[src/hdl/mwo_pkg.sv]
// Shared types, constants and the quarter-wave sine table of the oscillator.
package mwo_pkg;

   // Phase accumulator width and quarter-wave table depth (power of two)
   localparam int PHASE_BITS         = 32;
   localparam int SINE_QUARTER_DEPTH = 256;
   localparam int SINE_IDX_W         = $clog2(SINE_QUARTER_DEPTH);

   // Table generation constants: pi/2 and 1.0 in Q30
   localparam logic [63:0] HALF_PI_Q30 = 64'd1686629713;
   localparam logic [63:0] ONE_Q30     = 64'd1 << 30;

   // Galois LFSR feedback mask and seed
   localparam logic [31:0] LFSR_TAPS = 32'h8020_0003;
   localparam logic [31:0] LFSR_SEED = 32'h0000_0001;

   // Sample limits in Q1.15
   localparam logic [15:0] SAMPLE_MAX = 16'h7fff;
   localparam logic [15:0] SAMPLE_MIN = 16'h8000;
   localparam logic [15:0] AMP_FULL   = 16'h8000;

   // Configuration register indexes
   localparam int CSR_IDX_W = 2;
   localparam logic [CSR_IDX_W-1:0] CSR_WAVEFORM_SELECT = 2'd0;
   localparam logic [CSR_IDX_W-1:0] CSR_AMPLITUDE       = 2'd1;
   localparam logic [CSR_IDX_W-1:0] CSR_PHASE_OFFSET    = 2'd2;

   // Waveform selector codes; the remaining codes give silence
   localparam logic [2:0] WAVE_SINE     = 3'd0;
   localparam logic [2:0] WAVE_SQUARE   = 3'd1;
   localparam logic [2:0] WAVE_SAW      = 3'd2;
   localparam logic [2:0] WAVE_TRIANGLE = 3'd3;
   localparam logic [2:0] WAVE_NOISE    = 3'd4;

   typedef logic [PHASE_BITS-1:0] phase_type;
   typedef logic signed [16:0]    wave_type;
   typedef logic [15:0]           sine_rom_type [SINE_QUARTER_DEPTH];

   // Word handed from the phase stage to the wave stage
   typedef struct packed {
      phase_type   phase;
      logic [15:0] noise;
   } phase_word_type;

   // Bring a 32-bit phase quantity onto the accumulator grid
   function automatic phase_type align32(logic [31:0] v);
      logic [PHASE_BITS+31:0] w;
      w = {v, {PHASE_BITS{1'b0}}};
      return w[PHASE_BITS+31:32];
   endfunction

   // One table entry: Q30 Taylor series through the 11th power, rounded to Q15
   function automatic logic [15:0] sine_entry(int unsigned i);
      logic [63:0] a;
      logic [63:0] a2;
      logic [63:0] t;
      logic [63:0] s;
      a  = (HALF_PI_Q30 * 64'(i)) / SINE_QUARTER_DEPTH;
      a2 = (a * a) >> 30;
      t  = ONE_Q30;
      t  = ONE_Q30 - ((a2 * t) >> 30) / 110;
      t  = ONE_Q30 - ((a2 * t) >> 30) / 72;
      t  = ONE_Q30 - ((a2 * t) >> 30) / 42;
      t  = ONE_Q30 - ((a2 * t) >> 30) / 20;
      t  = ONE_Q30 - ((a2 * t) >> 30) / 6;
      s  = (a * t) >> 30;
      s  = (s + 64'd16384) >> 15;
      return (s > 64'd32767) ? SAMPLE_MAX : s[15:0];
   endfunction

   function automatic sine_rom_type sine_rom_init();
      sine_rom_type rom;
      for (int unsigned i = 0; i < SINE_QUARTER_DEPTH; i++) begin
         rom[i] = sine_entry(i);
      end
      return rom;
   endfunction

   localparam sine_rom_type SINE_ROM = sine_rom_init();

endpackage

[src/hdl/mwo_phase.sv]
// Phase accumulator and noise LFSR stage of the oscillator.
module mwo_phase import mwo_pkg::*; (
   input  logic           clock,
   input  logic           reset,
   input  logic           in_valid,
   output logic           in_ready,
   input  logic [31:0]    freq_step,
   input  logic           note_start,
   output logic           out_valid,
   input  logic           out_ready,
   output phase_word_type out_word
);

   phase_type      phase_ff, phase_in;
   logic [31:0]    lfsr_ff, lfsr_in;
   logic           valid_ff, valid_in;
   phase_word_type word_ff, word_in;
   phase_type      phase_now;
   logic           in_fire;

   assign in_ready = !valid_ff || out_ready;
   assign in_fire  = in_valid && in_ready;

   // Phase seen by this word: note start clears it first
   assign phase_now = note_start ? '0 : phase_ff;

   // Next accumulator, LFSR and stage word
   always_comb begin
      phase_in = phase_ff;
      lfsr_in  = lfsr_ff;
      if (in_fire) begin
         phase_in = phase_now + align32(freq_step);
         lfsr_in  = lfsr_ff[0] ? ((lfsr_ff >> 1) ^ LFSR_TAPS) : (lfsr_ff >> 1);
      end
      word_in.phase = phase_now;
      word_in.noise = lfsr_in[31:16];
      valid_in = in_ready ? in_valid : valid_ff;
   end

   always_ff @(posedge clock) begin
      if (reset) begin
         phase_ff <= '0;
         lfsr_ff  <= LFSR_SEED;
         valid_ff <= 1'b0;
      end else begin
         phase_ff <= phase_in;
         lfsr_ff  <= lfsr_in;
         valid_ff <= valid_in;
      end
   end

   // Payload register, loaded on accept
   always_ff @(posedge clock) begin
      if (in_fire) begin
         word_ff <= word_in;
      end
   end

   assign out_valid = valid_ff;
   assign out_word  = word_ff;

`ifndef ASSERT_OFF
   // LFSR must never lock up in the all-zero state
   assert property (@(posedge clock) disable iff (reset) lfsr_ff != '0)
      else $error("noise LFSR reached zero");
`endif

endmodule

[src/hdl/mwo_wave.sv]
// Waveform shaping stage: sine table, square, saw, triangle and noise.
module mwo_wave import mwo_pkg::*; (
   input  logic           clock,
   input  logic           reset,
   input  logic [2:0]     waveform_select,
   input  logic [31:0]    phase_offset,
   input  logic           in_valid,
   output logic           in_ready,
   input  phase_word_type in_word,
   output logic           out_valid,
   input  logic           out_ready,
   output wave_type       out_wave
);

   logic                  valid_ff, valid_in;
   wave_type              wave_ff, wave_in;
   logic [15:0]           frac16;
   phase_type             sine_phase;
   logic [1:0]            quad;
   logic [SINE_IDX_W-1:0] idx, rom_addr;
   logic [15:0]           sine_mag;
   wave_type              sine_wave;
   logic [16:0]           tri_d;
   logic [17:0]           tri_w;
   logic                  in_fire;

   assign in_ready = !valid_ff || out_ready;
   assign in_fire  = in_valid && in_ready;

   assign frac16 = in_word.phase[PHASE_BITS-1 -: 16];

   // Sine: quadrant from the offset phase, mirrored index on odd quadrants
   assign sine_phase = in_word.phase + align32(phase_offset);
   assign quad       = sine_phase[PHASE_BITS-1 -: 2];
   assign idx        = sine_phase[PHASE_BITS-3 -: SINE_IDX_W];
   assign rom_addr   = quad[0] ? (SINE_IDX_W'(0) - idx) : idx;
   assign sine_mag   = (quad[0] && (idx == '0)) ? SAMPLE_MAX : SINE_ROM[rom_addr];
   assign sine_wave  = quad[1] ? -wave_type'({1'b0, sine_mag}) : wave_type'({1'b0, sine_mag});

   // Triangle: fold the upper half, then 2*d - 1.0
   assign tri_d = frac16[15] ? (17'h10000 - {1'b0, frac16}) : {1'b0, frac16};
   assign tri_w = {tri_d, 1'b0} - 18'sd32768;

   always_comb begin
      unique case (waveform_select)
         WAVE_SINE:     wave_in = sine_wave;
         WAVE_SQUARE:   wave_in = frac16[15] ? 17'sd32768 : -17'sd32768;
         WAVE_SAW:      wave_in = wave_type'({1'b0, frac16}) - 17'sd32768;
         WAVE_TRIANGLE: wave_in = tri_w[16:0];
         WAVE_NOISE:    wave_in = wave_type'({1'b0, in_word.noise}) - 17'sd32768;
         default:       wave_in = '0;
      endcase
      valid_in = in_ready ? in_valid : valid_ff;
   end

   always_ff @(posedge clock) begin
      if (reset) begin
         valid_ff <= 1'b0;
      end else begin
         valid_ff <= valid_in;
      end
   end

   always_ff @(posedge clock) begin
      if (in_fire) begin
         wave_ff <= wave_in;
      end
   end

   assign out_valid = valid_ff;
   assign out_wave  = wave_ff;

`ifndef ASSERT_OFF
   // Every shape stays within plus or minus full scale
   assert property (@(posedge clock) disable iff (reset)
      valid_ff |-> (wave_ff >= -17'sd32768 && wave_ff <= 17'sd32768))
      else $error("wave value outside full scale");
`endif

endmodule

[src/hdl/mwo_scale.sv]
// Amplitude scaling and saturation stage driving the result register.
module mwo_scale import mwo_pkg::*; (
   input  logic        clock,
   input  logic        reset,
   input  logic [15:0] amplitude,
   input  logic        in_valid,
   output logic        in_ready,
   input  wave_type    in_wave,
   output logic        out_valid,
   input  logic        out_ready,
   output logic [15:0] out_sample
);

   logic               valid_ff, valid_in;
   logic [15:0]        sample_ff, sample_in;
   logic signed [33:0] prod;
   logic [17:0]        scaled;
   logic               in_fire;

   assign in_ready = !valid_ff || out_ready;
   assign in_fire  = in_valid && in_ready;

   // Floor of wave * amplitude / 2^15 is an arithmetic shift
   assign prod   = 34'(in_wave) * 34'($signed({1'b0, amplitude}));
   assign scaled = prod[32:15];

   // Saturate to Q1.15
   always_comb begin
      if ((scaled[17:15] == 3'b000) || (scaled[17:15] == 3'b111)) begin
         sample_in = scaled[15:0];
      end else begin
         sample_in = scaled[17] ? SAMPLE_MIN : SAMPLE_MAX;
      end
      valid_in = in_ready ? in_valid : valid_ff;
   end

   always_ff @(posedge clock) begin
      if (reset) begin
         valid_ff <= 1'b0;
      end else begin
         valid_ff <= valid_in;
      end
   end

   always_ff @(posedge clock) begin
      if (in_fire) begin
         sample_ff <= sample_in;
      end
   end

   assign out_valid  = valid_ff;
   assign out_sample = sample_ff;

`ifndef ASSERT_OFF
   // Below full scale the product never needs saturation
   assert property (@(posedge clock) disable iff (reset)
      (in_fire && amplitude < AMP_FULL) |->
         ((scaled[17:15] == 3'b000) || (scaled[17:15] == 3'b111)))
      else $error("saturation hit below full-scale amplitude");
`endif

endmodule

[src/hdl/multi_waveform_oscillator_core.sv]
// Top level of the multi-waveform oscillator: CSRs and the three-stage pipe.
//
// Usage:
//   Request channel (req_valid/req_ready): one word per sample tick with the
//   32-bit phase step and a note-start flag that zeroes the phase first.
//   Response channel (rsp_valid/rsp_ready): one signed Q1.15 sample per
//   request word, in order.
//   CSR port: csr_we writes csr_wdata to register csr_index at the clock
//   edge (0 waveform select, 1 amplitude, 2 phase offset); write only while
//   the pipe is empty.
// Order: an accepted word passes the phase, wave and scale registers in turn
//   before its sample shows on rsp_valid. Throughput: one word per cycle
//   while rsp_ready is high; the pipe is phase accumulator/LFSR, waveform
//   shaping with the sine table, then the amplitude multiplier.
// Reset: phase zero, LFSR seed 1, sine waveform at full-scale amplitude,
//   zero phase offset, pipe empty.
// Stall: with rsp_ready low the pipe fills its three registers and then
//   drops req_ready; no word is lost or repeated.
module multi_waveform_oscillator_core import mwo_pkg::*; (
   input  logic                 clock,
   input  logic                 reset,
   input  logic                 req_valid,
   output logic                 req_ready,
   input  logic [31:0]          req_freq_step,
   input  logic                 req_note_start,
   output logic                 rsp_valid,
   input  logic                 rsp_ready,
   output logic signed [15:0]   rsp_sample_out,
   input  logic                 csr_we,
   input  logic [CSR_IDX_W-1:0] csr_index,
   input  logic [31:0]          csr_wdata
);

   logic [2:0]     waveform_select_ff, waveform_select_in;
   logic [15:0]    amplitude_ff, amplitude_in;
   logic [31:0]    phase_offset_ff, phase_offset_in;

   logic           ph_valid, ph_ready;
   phase_word_type ph_word;
   logic           wv_valid, wv_ready;
   wave_type       wv_wave;
   logic [15:0]    sample;

   // CSR write decode
   always_comb begin
      waveform_select_in = waveform_select_ff;
      amplitude_in       = amplitude_ff;
      phase_offset_in    = phase_offset_ff;
      if (csr_we) begin
         unique case (csr_index)
            CSR_WAVEFORM_SELECT: waveform_select_in = csr_wdata[2:0];
            CSR_AMPLITUDE:       amplitude_in       = csr_wdata[15:0];
            CSR_PHASE_OFFSET:    phase_offset_in    = csr_wdata;
            default:             ;
         endcase
      end
   end

   always_ff @(posedge clock) begin
      if (reset) begin
         waveform_select_ff <= WAVE_SINE;
         amplitude_ff       <= AMP_FULL;
         phase_offset_ff    <= '0;
      end else begin
         waveform_select_ff <= waveform_select_in;
         amplitude_ff       <= amplitude_in;
         phase_offset_ff    <= phase_offset_in;
      end
   end

   mwo_phase u_phase (
      .clock      (clock),
      .reset      (reset),
      .in_valid   (req_valid),
      .in_ready   (req_ready),
      .freq_step  (req_freq_step),
      .note_start (req_note_start),
      .out_valid  (ph_valid),
      .out_ready  (ph_ready),
      .out_word   (ph_word)
   );

   mwo_wave u_wave (
      .clock           (clock),
      .reset           (reset),
      .waveform_select (waveform_select_ff),
      .phase_offset    (phase_offset_ff),
      .in_valid        (ph_valid),
      .in_ready        (ph_ready),
      .in_word         (ph_word),
      .out_valid       (wv_valid),
      .out_ready       (wv_ready),
      .out_wave        (wv_wave)
   );

   mwo_scale u_scale (
      .clock      (clock),
      .reset      (reset),
      .amplitude  (amplitude_ff),
      .in_valid   (wv_valid),
      .in_ready   (wv_ready),
      .in_wave    (wv_wave),
      .out_valid  (rsp_valid),
      .out_ready  (rsp_ready),
      .out_sample (sample)
   );

   assign rsp_sample_out = $signed(sample);

`ifndef ASSERT_OFF
   // A draining output frees the whole pipe, so requests are never blocked
   assert property (@(posedge clock) disable iff (reset) rsp_ready |-> req_ready)
      else $error("request stalled while response side is ready");
`endif

endmodule

[config.mk]
export PLATFORM = sky130hd
export DESIGN_NAME = multi_waveform_oscillator_core
export DESIGN_NICKNAME = d
export VERILOG_FILES = /design/src/hdl/mwo_pkg.sv /design/src/hdl/mwo_phase.sv /design/src/hdl/mwo_wave.sv /design/src/hdl/mwo_scale.sv /design/src/hdl/multi_waveform_oscillator_core.sv
export SDC_FILE = /design/constraint.sdc
export NUM_CORES = 1
export LEC_CHECK = 0
export ABC_AREA = 1
export BUFFER_PORTS_ARGS = -buffer_cell sky130_fd_sc_hd__buf_4
export CORE_ASPECT_RATIO = 1.25
export CORE_UTILIZATION = 55
export CTS_CLUSTER_DIAMETER = 200
export CTS_CLUSTER_SIZE = 12
export DETAILED_ROUTE_END_ITERATION = 16
export HOLD_SLACK_MARGIN = 0.02
export PLACE_DENSITY_LB_ADDON = 0.2
export SLEW_MARGIN = 40
export SYNTH_ARGS = -nofsm -noshare
export SYNTH_HDL_FRONTEND = slang
export SYNTH_SLANG_ARGS = --single-unit
export TNS_END_PERCENT = 50
[constraint.sdc]
create_clock -name clock -period 9.6 [get_ports clock]
set_input_delay 1.92 -clock clock [delete_from_list [all_inputs] [get_ports clock]]
set_output_delay 1.92 -clock clock [all_outputs]
set_load 0.05 [all_outputs]
# ---- Word level (Yosys, flattened, before mapping)
# Memory sizes are Yosys's and may differ from the RTL's.
# Index checks and enable logic that the tools add are counted.
dict set report word_totals {
  input_bits 72
  wordCells 64
  romBits 4096
  output_inout_bits 18
  regBits 199
  memories 1
}
dict set report classes {
  addsub 8
  order_cmp 1
  reduce_logical 18
  eq_ne 7
  n_mux 13
  n_bitwise 2
  n_mul 1
}
# memory words word_bits read_ports rd_ports_with_merged_regs write_ports line
set memory_table {}
lappend memory_table {{(name not given)} 256 16 1 0 0 mwo_wave.sv:37} ;# assign sine_mag = (quad[0] && (idx == '0)) ? SAMPLE_MAX : SINE_ROM[rom_addr];
# op count
set op_table {}
lappend op_table {{$mux W16} 6}
lappend op_table {{$mux W32} 3}
lappend op_table {{$pmux W17 S5} 1}
lappend op_table {{$add A32 B32 Y32} 2}
lappend op_table {{$mux W17} 2}
lappend op_table {{$sub A16 B16 Y17 const B} 2}
lappend op_table {{$mul A17 B17 Y33} 1}
lappend op_table {{$neg A16 Y17} 1}
lappend op_table {{$sub A17 B16 Y17 const B} 1}
lappend op_table {{$sub A1 B16 Y16 const A} 1}
lappend op_table {{$ge A9 B9 Y1 const B} 1}
lappend op_table {{$not A8 Y9} 1}
lappend op_table {{$logic_not A8 Y1} 1}
lappend op_table {{$mux W8} 1}
lappend op_table {{$sub A1 B8 Y8 const A} 1}
lappend op_table {{$eq A3 B2 Y1 const B} 2}
lappend op_table {{$eq A3 B3 Y1 const B} 2}
lappend op_table {{$logic_not A3 Y1} 2}
lappend op_table {{$reduce_and A2 Y1} 3}
lappend op_table {{$logic_and A1 B1 Y1} 4}
lappend op_table {{$logic_or A1 B1 Y1} 4}
lappend op_table {{$not A3 Y4} 1}
lappend op_table {{$eq A3 B1 Y1 const B} 1}
lappend op_table {{$logic_not A1 Y1} 3}
lappend op_table {{3 further kinds} 3}

# ---- Longest topological paths before layout
# Gate-level depths: netlist of the first run.
dict set report depth {
  word_depth 11
  ltp_mapped 41
  ltp_nobuf 40
}

# ---- By module
# A second synthesis of the first run with hierarchy kept.
dict set report hier_totals {
  hier_cells 4522
  hier_area_um2 28838.9
}
# module area_each_um2 n_inst cells_per_inst
set by_module_without_submodules {}
lappend by_module_without_submodules {mwo_scale 11984.0 1 1618}
lappend by_module_without_submodules {mwo_wave 8194.1 1 1663}
lappend by_module_without_submodules {mwo_phase 6543.8 1 916}
lappend by_module_without_submodules {multi_waveform_oscillator_core 2117.0 1 325}

# ---- Least setup slack after synthesis of the first run
# No wires, ideal clock.
dict set report synth_timing {
  path_kind {reg-to-reg}
  start {reg u_wave.wave_ff[5] (netlist: u_wave.out_wave[5])}
  end {reg u_scale.sample_ff[10] (netlist: u_scale.out_sample[10]), data pin}
  setup_ps 256
  slack_ps 2652
  required_time_ps 9344
  arrival_ps 6692
  stages_incl_launch_ff 32
  n_path_buf 3
  period_less_slack_ps 6948
  cell_sequence {edfxtp_1 -> clkbuf_1 -> clkbuf_1 -> nand2_1 -> fa_1 -> inv_1 -> fa_1 -> inv_1 -> fa_1 -> inv_1 -> fa_1 -> fa_1 -> inv_1 -> fa_1 -> inv_1 -> ha_1 -> nand2_1 -> inv_1 -> nand2_1 -> o221ai_1 -> a21oi_1 -> nor2_1 -> nor2_1 -> o21ai_0 -> a21oi_1 -> o21ai_0 -> nand2_1 -> o311ai_0 -> xor2_1 -> o21bai_1 -> buf_2 -> nand2_1}
}
dict set report synth_between {
  elab_chain_cells 4
  word_cells_on_any_way 6
}
# element line
set synth_lines {}
lappend synth_lines {{from (decl)} mwo_wave.sv:16} ;# wave_type wave_ff, wave_in;
lappend synth_lines {{from (signal assigned)} mwo_wave.sv:66} ;# wave_ff <= wave_in;
lappend synth_lines {{$mul A17 B17 Y33 *} mwo_scale.sv:24} ;# assign prod = 34'(in_wave) * 34'($signed({1'b0, amplitude}));
lappend synth_lines {{$eq A3 B3 Y1 or $logic_not A3 Y1 (tied branches)} mwo_scale.sv:29} ;# if ((scaled[17:15] == 3'b000) || (scaled[17:15] == 3'b111)) begin
lappend synth_lines {{$logic_or A1 B1 Y1} mwo_scale.sv:29}
lappend synth_lines {{$mux W16 *} mwo_scale.sv:29}
lappend synth_lines {{named net u_scale.sample_in[10]} mwo_scale.sv:15} ;# logic [15:0] sample_ff, sample_in;
lappend synth_lines {{to (signal assigned)} mwo_scale.sv:47} ;# sample_ff <= sample_in;
lappend synth_lines {{to (decl)} mwo_scale.sv:15}
# Mark *: on every way through the listed nets, which the timed path passes. The rest lies on a longest branch.
# A chain may end at the register's enable or synchronous reset.

# ---- Final worst setup path of the first run
dict set report layout_timing {
  start {reg u_wave.wave_ff[5] (netlist: u_wave.out_wave[5])}
  end {reg u_scale.sample_ff[5] (netlist: u_scale.out_sample[5]), data pin}
}
# Same word-level chain as after synthesis.

==> results of run 1 <==
==> power groups by stage <==
stage	clock, mW	combinational [mW]	sequential [mW]
global placement	0	3.84	1.22
floorplan	0	2.90	1.26
finish	0.779	3.95	1.20
CTS	0.789	3.89	1.20
detailed placement	0	3.87	1.22
global route	0.816	4.45	1.22
==> routing by layer <==
metal / up-vias / part of all wire
met5: - / 0
met1: 11408 / 0.40
met3: 242 / 0.067
met4: 0 / 0.060
met2: 1000 / 0.48
li1: 11806 / -
==> logic make-up (layout without fill, tap and decap cells) <==
| family | count (synthesis) | in the layout | share of synthesized area |
|---|---|---|---|
| compound gates | 441 | 441 | 0.0893 |
| flops | 199 | 199 | 0.180 |
| buf+inv | 999 | 959 | 0.150 |
| simple gates | 1760 | 1760 | 0.276 |
| fa+ha+maj | 434 | 434 | 0.281 |
| xor+xnor | 73 | 73 | 0.0240 |
==> sequential cells by signal, summed over array words and instances (netlist names), 3 cells and up <==
signal and cells:
u_phase.out_word 48, u_wave.out_wave 17, phase_offset_ff 32, u_phase.phase_ff 32, waveform_select_ff 3, u_scale.out_sample 16, amplitude_ff 16, u_phase.lfsr_ff 32
==> per-stage QoR <==
stage | hold slack (ns) | setup slack, ns | cell area (µm²) | std cells | power (mW)
CTS | 0.457 | 2.13 | 28000 | 4503 | 5.88
floorplan | 0.428 | 2.65 | 26600 | 3906 | 4.16
detailed placement | 0.442 | 2.13 | 27300 | 4471 | 5.09
global placement | 0.439 | 1.95 | 27300 | 4471 | 5.05
global route | 0.475 | 1.52 | 28000 | 4503 | 6.48
finish | 0.456 | 2.11 | 28000 | 4503 | 5.93
==> layout by cell type (no fill, tap or decap), types with 26 or more instances in the layout <==
master and instances:
nand2_1 1094, inv_1 800, fa_1 273, nor2_1 272, nand3_1 257, a21oi_1 196, o21ai_0 173, ha_1 161
dfxtp_1 118, buf_4 102, edfxtp_1 81, xor2_1 43, nand4_1 30, xnor2_1 30, nand2_2 26
==> path summary, 6_finish.rpt <==
check / startpoint / endpoint / slack, ns
worst max-delay path: u_wave.out_wave[5]$_DFFE_PP_ / u_scale.out_sample[5]$_DFFE_PP_ / 2.11
worst min-delay path: phase_offset_ff[6]$_SDFFE_PP0P_ / phase_offset_ff[6]$_SDFFE_PP0P_ / 0.46
worst max register to register: u_wave.out_wave[5]$_DFFE_PP_ / u_scale.out_sample[5]$_DFFE_PP_ / 2.11
worst min register to register: phase_offset_ff[6]$_SDFFE_PP0P_ / phase_offset_ff[6]$_SDFFE_PP0P_ / 0.46
==> worst register-to-register path, delay by kind of cell, from the launching register on <==
family                     cells  cell delay [ns]
buffers and inverters          6             0.31
adders and majority gates      7             3.48
DFF                            1             0.75
AOI/OAI and AO/OA              7             1.65
and+or+nand+nor                7             0.87
xor gates and xnor gates       1             0.20
==> layout make-up <==
type	count	area share
Clock inverter	13	0.00640
Multi-Input combinational cell	2708	0.639
Sequential cell	199	0.171
Tap cell	637	0.0285
Timing Repair Buffer	102	0.0274
Inverter	825	0.111
Clock buffer	19	0.0166
==> metrics.md, run 1 <==
| Metric | Value |
|---|---|
| Die Width | 199 µm |
| Yosys cell types | 51 |
| PwrDens | 212 nW/µm² |
| Cts bufs inserted | 17 |
| TNS Setup | 0 ns |
| Final hold viol count | 0 |
| Leak | 15.5 nW |
| Register area | 4790 µm² |
| Worst Path Required | 9.82 ns |
| Most area-consuming cells after synthesis | fa_1 (21%), nand2_1 (15%), inv_1 (11%) |
| Synth Flop Type | dfxtp_1 |
| Largest net degree at the start of global routing | 93 |
| Synthesized net count | 4,412 |
| Post-CTS sizing | 0 |
| Clock Skew | 0.0270 ns |
| Commonest cells post-synth | nand2_1 (1,095), inv_1 (801), fa_1 (273), nor2_1 (272), nand3_1 (258) |
| Initial DRC count | 2,136 |
| Global Route met3 Usage | 0.0414 |
| Register area share after synthesis | 0.180 |
| Post-CTS Setup Bufs | 0 |
| FP Rows | 89 |
| Pins Over Slew Limit | 0 |
| Relative slew slack | 0.430 |
| CP arrival | 7.71 ns |
| TritonRoute pass-1 iters | 8 |
| Post-Syn Area | 26,600 µm² |
| Sw Ratio | 0.536 |
| Io pins | 90 |
| CP top delay family | adder cells |
| DRT Wirelength | 77,600 µm |
| Total GRT Usage | 0.324 |
| Clock tree from TritonCTS | built |
| PortBufs | 89 |
| Layout Nets | 4,359 |
| Filler cell count | 4,684 |
| Final core utilization | 0.588 |
| Max cap viols | 0 |
| Internal power | 2.75 mW |
| GR Util met1 | 0.396 |
| Mapped Cells | 3,906 |
| Yosys warnings | 0 |
| Post-DP HPWL | 60,000 µm |
| Sink Count | 199 |
| Core area | 47,500 µm² |
| Seq pwr share | 0.203 |
| CTS H-tree depth | 4 |
| Status | finished, final reports clean |
| Crit path buf inv count | 6 |
| Critical path's largest stage delay | 0.75 ns |
| Gpl congestion | 1.05 |
| Fin crit period | 7.49 ns |
| WP depth | 28 |
| Ys async rst share | 0 |
| Grt total ovfl | 0 |
| Initial antenna violation count | 0 |
| First-pass GRT wire length | 123,000 µm |
| Slew @ Worst Pin | 0.855 ns |
| Multi-input logic area | 17,900 µm² |
| Number of synthesized flops with an enable pin | 81 |
| DRC | 0 |
| Setup crit start kind | flop |
| CP Capture Type | flop |
| Period utilization | 0.781 |
| Switching pwr | 3.18 mW |
| Peak Freq | 133 MHz |
| Peak supply drop | 276 µV |
| Hold Crit Depth | 2 |
| Area Overhead vs Synth | 5.04% |
| Worst-skew pair later-pin latency | 0.48 ns |
| Fraction of layout cells with a size suffix above 1 | 0.0600 |
| Global routing's busiest layer | met2 |
| Reg clk slew, reported paths | 0.09 ns |
| Post-synth top area cell | fa_1 |
| Mean Syn Cell Area | 6.82 µm² |
| #FFs+latches synth | 199 |
| Vias post-DR | 24.5k |
| Routed len/inst | 17.2 µm |
| Maximum fanout along the worst path | 16 |
| Number of global-route vias before repair | 23.5k |
| Most common cell in the netlist | nand2_1 |
| RSZ-0062 raised after global routing | no |
| # diodes | 0 |
| Final setup fails | 0 |
| GR Layer Usage met2 | 0.549 |
| Clk network pwr share | 0.131 |
| Die area | 49,300 µm² |
| Initial Util | 0.560 |
| Min-Delay Path Class | flop to flop |
| Post-DR vias/cell | 5.43 |
| Combinational Power Share | 0.666 |
| Clk root buf | clkbuf_16 |
| ANT nets after route | 0 |
| R2r worst-path depth | 28 |
| Critical-path top delay cell | edfxtp_1 |
| CP Class | flop to flop |
| Yosys top cell area share | 0.205 |
| Die Y | 248 µm |
| CTS Hold Buffers Added | 0 |
| Clock Path Buffers | 2 |
Note: power is estimated with default switching activity, not from simulation.
==> run 2: changes to the inputs <==
- clock period: 9.6 -> 7.1 ns (I/O delays scaled with it)
==> run 2 against run 1 <==
  * First-iteration DRC count grew 1.4%
  * Cell area grew 2.3%
  * Worst setup slack lost 1.8 ns
  * Highest routed layer unchanged
  * Largest cell class unchanged
  * Clock-buffer cell count shrank 1
  * Largest power group unchanged
  * Die area is the same
==> metrics.md, run 2 (synthesis results as in run 1) <==
| Metric | Value |
|---|---|
| Pins Over Slew Limit | 0 (unchanged) |
| Worst-skew pair later-pin latency | 0.48 ns (about the same) |
| Slew @ Worst Pin | 0.747 ns (-0.108 ns) |
| Largest net degree at the start of global routing | 93 (unchanged) |
| Relative slew slack | 0.498 (+0.0680) |
| FP Rows | 89 (unchanged) |
| CP Class | flop to flop |
| Fraction of layout cells with a size suffix above 1 | 0.0809 (+0.0209) |
| Status | finished, final reports clean |
| Sink Count | 199 (unchanged) |
| Non-filler instance count after layout | 4,580 (+1.7%) |
| Layout Nets | 4,436 (+1.8%) |
| Grt total ovfl | 0 (unchanged) |
| Number of global-route vias before repair | 24.0k (+2.0%) |
| TritonRoute pass-1 iters | 6 (-2) |
| Core area | 47,500 µm² (unchanged) |
| Reg clk slew, reported paths | 0.10 ns (about the same) |
| TNS Setup | 0 ns (unchanged) |
| Clock Path Buffers | 2 (unchanged) |
| Die area | 49,300 µm² (unchanged) |
| CP arrival | 7.02 ns (-0.69 ns) |
| Finished Cell Area | 28,600 µm² (+2.3%) |
| Peak Freq | 147 MHz (+10%) |
| Most frequent cells in the layout | nand2_1 (1,093), inv_1 (800), fa_1 (273), nor2_1 (271), nand3_1 (257) |
| Initial antenna violation count | 0 (unchanged) |
| Gpl congestion | 1.06 (+0.91%) |
| # diodes | 0 (unchanged) |
| DRC | 0 (unchanged) |
| Inst Count DP | 4,538 (+1.5%) |
| PwrDens | 288 nW/µm² (+36%) |
| Min-Delay Path Class | flop to flop |
| Setup crit start kind | flop |
| Initial DRC count | 2,166 (+1.4%) |
| Leak | 15.9 nW (+2.6%) |
| CP Capture Type | flop |
| Io pins | 90 (unchanged) |
| Post-DP Area | 27,900 µm² (+2.0%) |
| Clock tree from TritonCTS | built |
| Post-DR vias/cell | 5.43 (about the same) |
| Fin crit period | 6.79 ns (-0.706 ns) |
| Period utilization | 0.956 (+0.175) |
| Clk root buf | clkbuf_16 |
| DRT Wirelength | 80,300 µm (+3.4%) |
| Post-DP HPWL | 63,000 µm (+4.9%) |
| Routed len/inst | 17.5 µm (+1.7%) |
| FF-to-FF setup slack | 0.31 ns (-1.79 ns) |
| Max cap viols | 0 (unchanged) |
| Total GRT Usage | 0.336 (+0.0119) |
| Peak supply drop | 401 µV (+45%) |
| Die Width | 199 µm (unchanged) |
| Final setup fails | 0 (unchanged) |
| Clock Skew | 0.0339 ns (+0.00692 ns) |
| Max reg flops | 48 (unchanged) |
| Vias post-DR | 24.9k (+1.6%) |
| PortBufs | 89 (unchanged) |
| Most common cell after layout, fill and taps aside | nand2_1 |
| CTS H-tree depth | 4 (unchanged) |
| Worst Path Required | 7.34 ns (-2.48 ns) |
| First-pass GRT wire length | 127,000 µm (+3.4%) |
| Initial Util | 0.560 (unchanged) |
| ANT nets after route | 0 (unchanged) |
| Maximum fanout along the worst path | 15 (-1) |
| Cts bufs inserted | 17 (unchanged) |
| Die Y | 248 µm (unchanged) |
| Final hold viol count | 0 (unchanged) |
| Area Overhead vs Synth | 7.44% |
## run 2: routing by layer
metal | vias up | part of all wire | GRT usage
met2 | 1111 | 0.47 | 0.566
met5 | - | 0 | 0
li1 | 11958 | - | -
met3 | 282 | 0.086 | 0.0662
met4 | 0 | 0.059 | 0.182
met1 | 11506 | 0.38 | 0.403
## run 2: power breakdown
| part | leakage (nW) | internal (mW) | switching [mW] |
|---|---|---|---|
| sequential | 1.77 | 1.46 | 0.108 |
| combinational | 13.8 | 1.88 | 3.73 |
| clock | 0.308 | 0.507 | 0.539 |
## run 2: worst max-delay path: stages, from the launching register on
cell      delay (ns)
edfxtp_1        0.54
buf_4           0.21
nand2_1         0.06
inv_1           0.05
fa_1            0.54
inv_1           0.06
fa_1            0.46
fa_1            0.55
inv_1           0.07
fa_1            0.51
fa_1            0.54
inv_1           0.05
fa_1            0.52
inv_1           0.04
ha_1            0.34
nand2_1         0.14
nor4_1          0.48
nand2_1         0.09
o21ai_0         0.44
a221oi_2        0.12
xor2_1          0.28
o21bai_1        0.16
buf_4           0.22
nand2_1         0.08
## run 2: through the flow
step	utilization	hold WS, ns	total power [mW]	worst slack [ns]
after global routing	0.602	0.473	8.98	-0.00181
after CTS	0.599	0.456	8.10	0.102
after global placement	0.586	0.439	6.96	0.00654
final	0.602	0.453	8.23	0.312
after floorplan	-	0.428	5.62	0.152
after detailed placement	0.586	0.442	7.02	-0.0382
## run 2: cell type report
class | count | area (µm²)
fill | 4703 | 18900
multi-input combinational | 2708 | 17900
sequential | 199 | 4800
inverter | 825 | 3100
timing repair buffer | 179 | 1390
tap | 637 | 797
clock buffer | 18 | 450
clock inverter | 14 | 181
## run 2: worst paths after layout
check / startpoint / endpoint / depth (start not counted)
min: phase_offset_ff[13]$_SDFFE_PP0P_ / phase_offset_ff[13]$_SDFFE_PP0P_ / 2
max: u_wave.out_wave[13]$_DFFE_PP_ / u_scale.out_sample[10]$_DFFE_PP_ / 23
min reg2reg: phase_offset_ff[13]$_SDFFE_PP0P_ / phase_offset_ff[13]$_SDFFE_PP0P_ / 2
max reg2reg: u_wave.out_wave[13]$_DFFE_PP_ / u_scale.out_sample[10]$_DFFE_PP_ / 23
## run 2: timing repair
item,CTS,global route
endpoints found under the setup margin,15,15
setup buffers,0,10
resized for setup,1,11
gates cloned,0,0
hold buffers,0,0
pin swaps,0,1
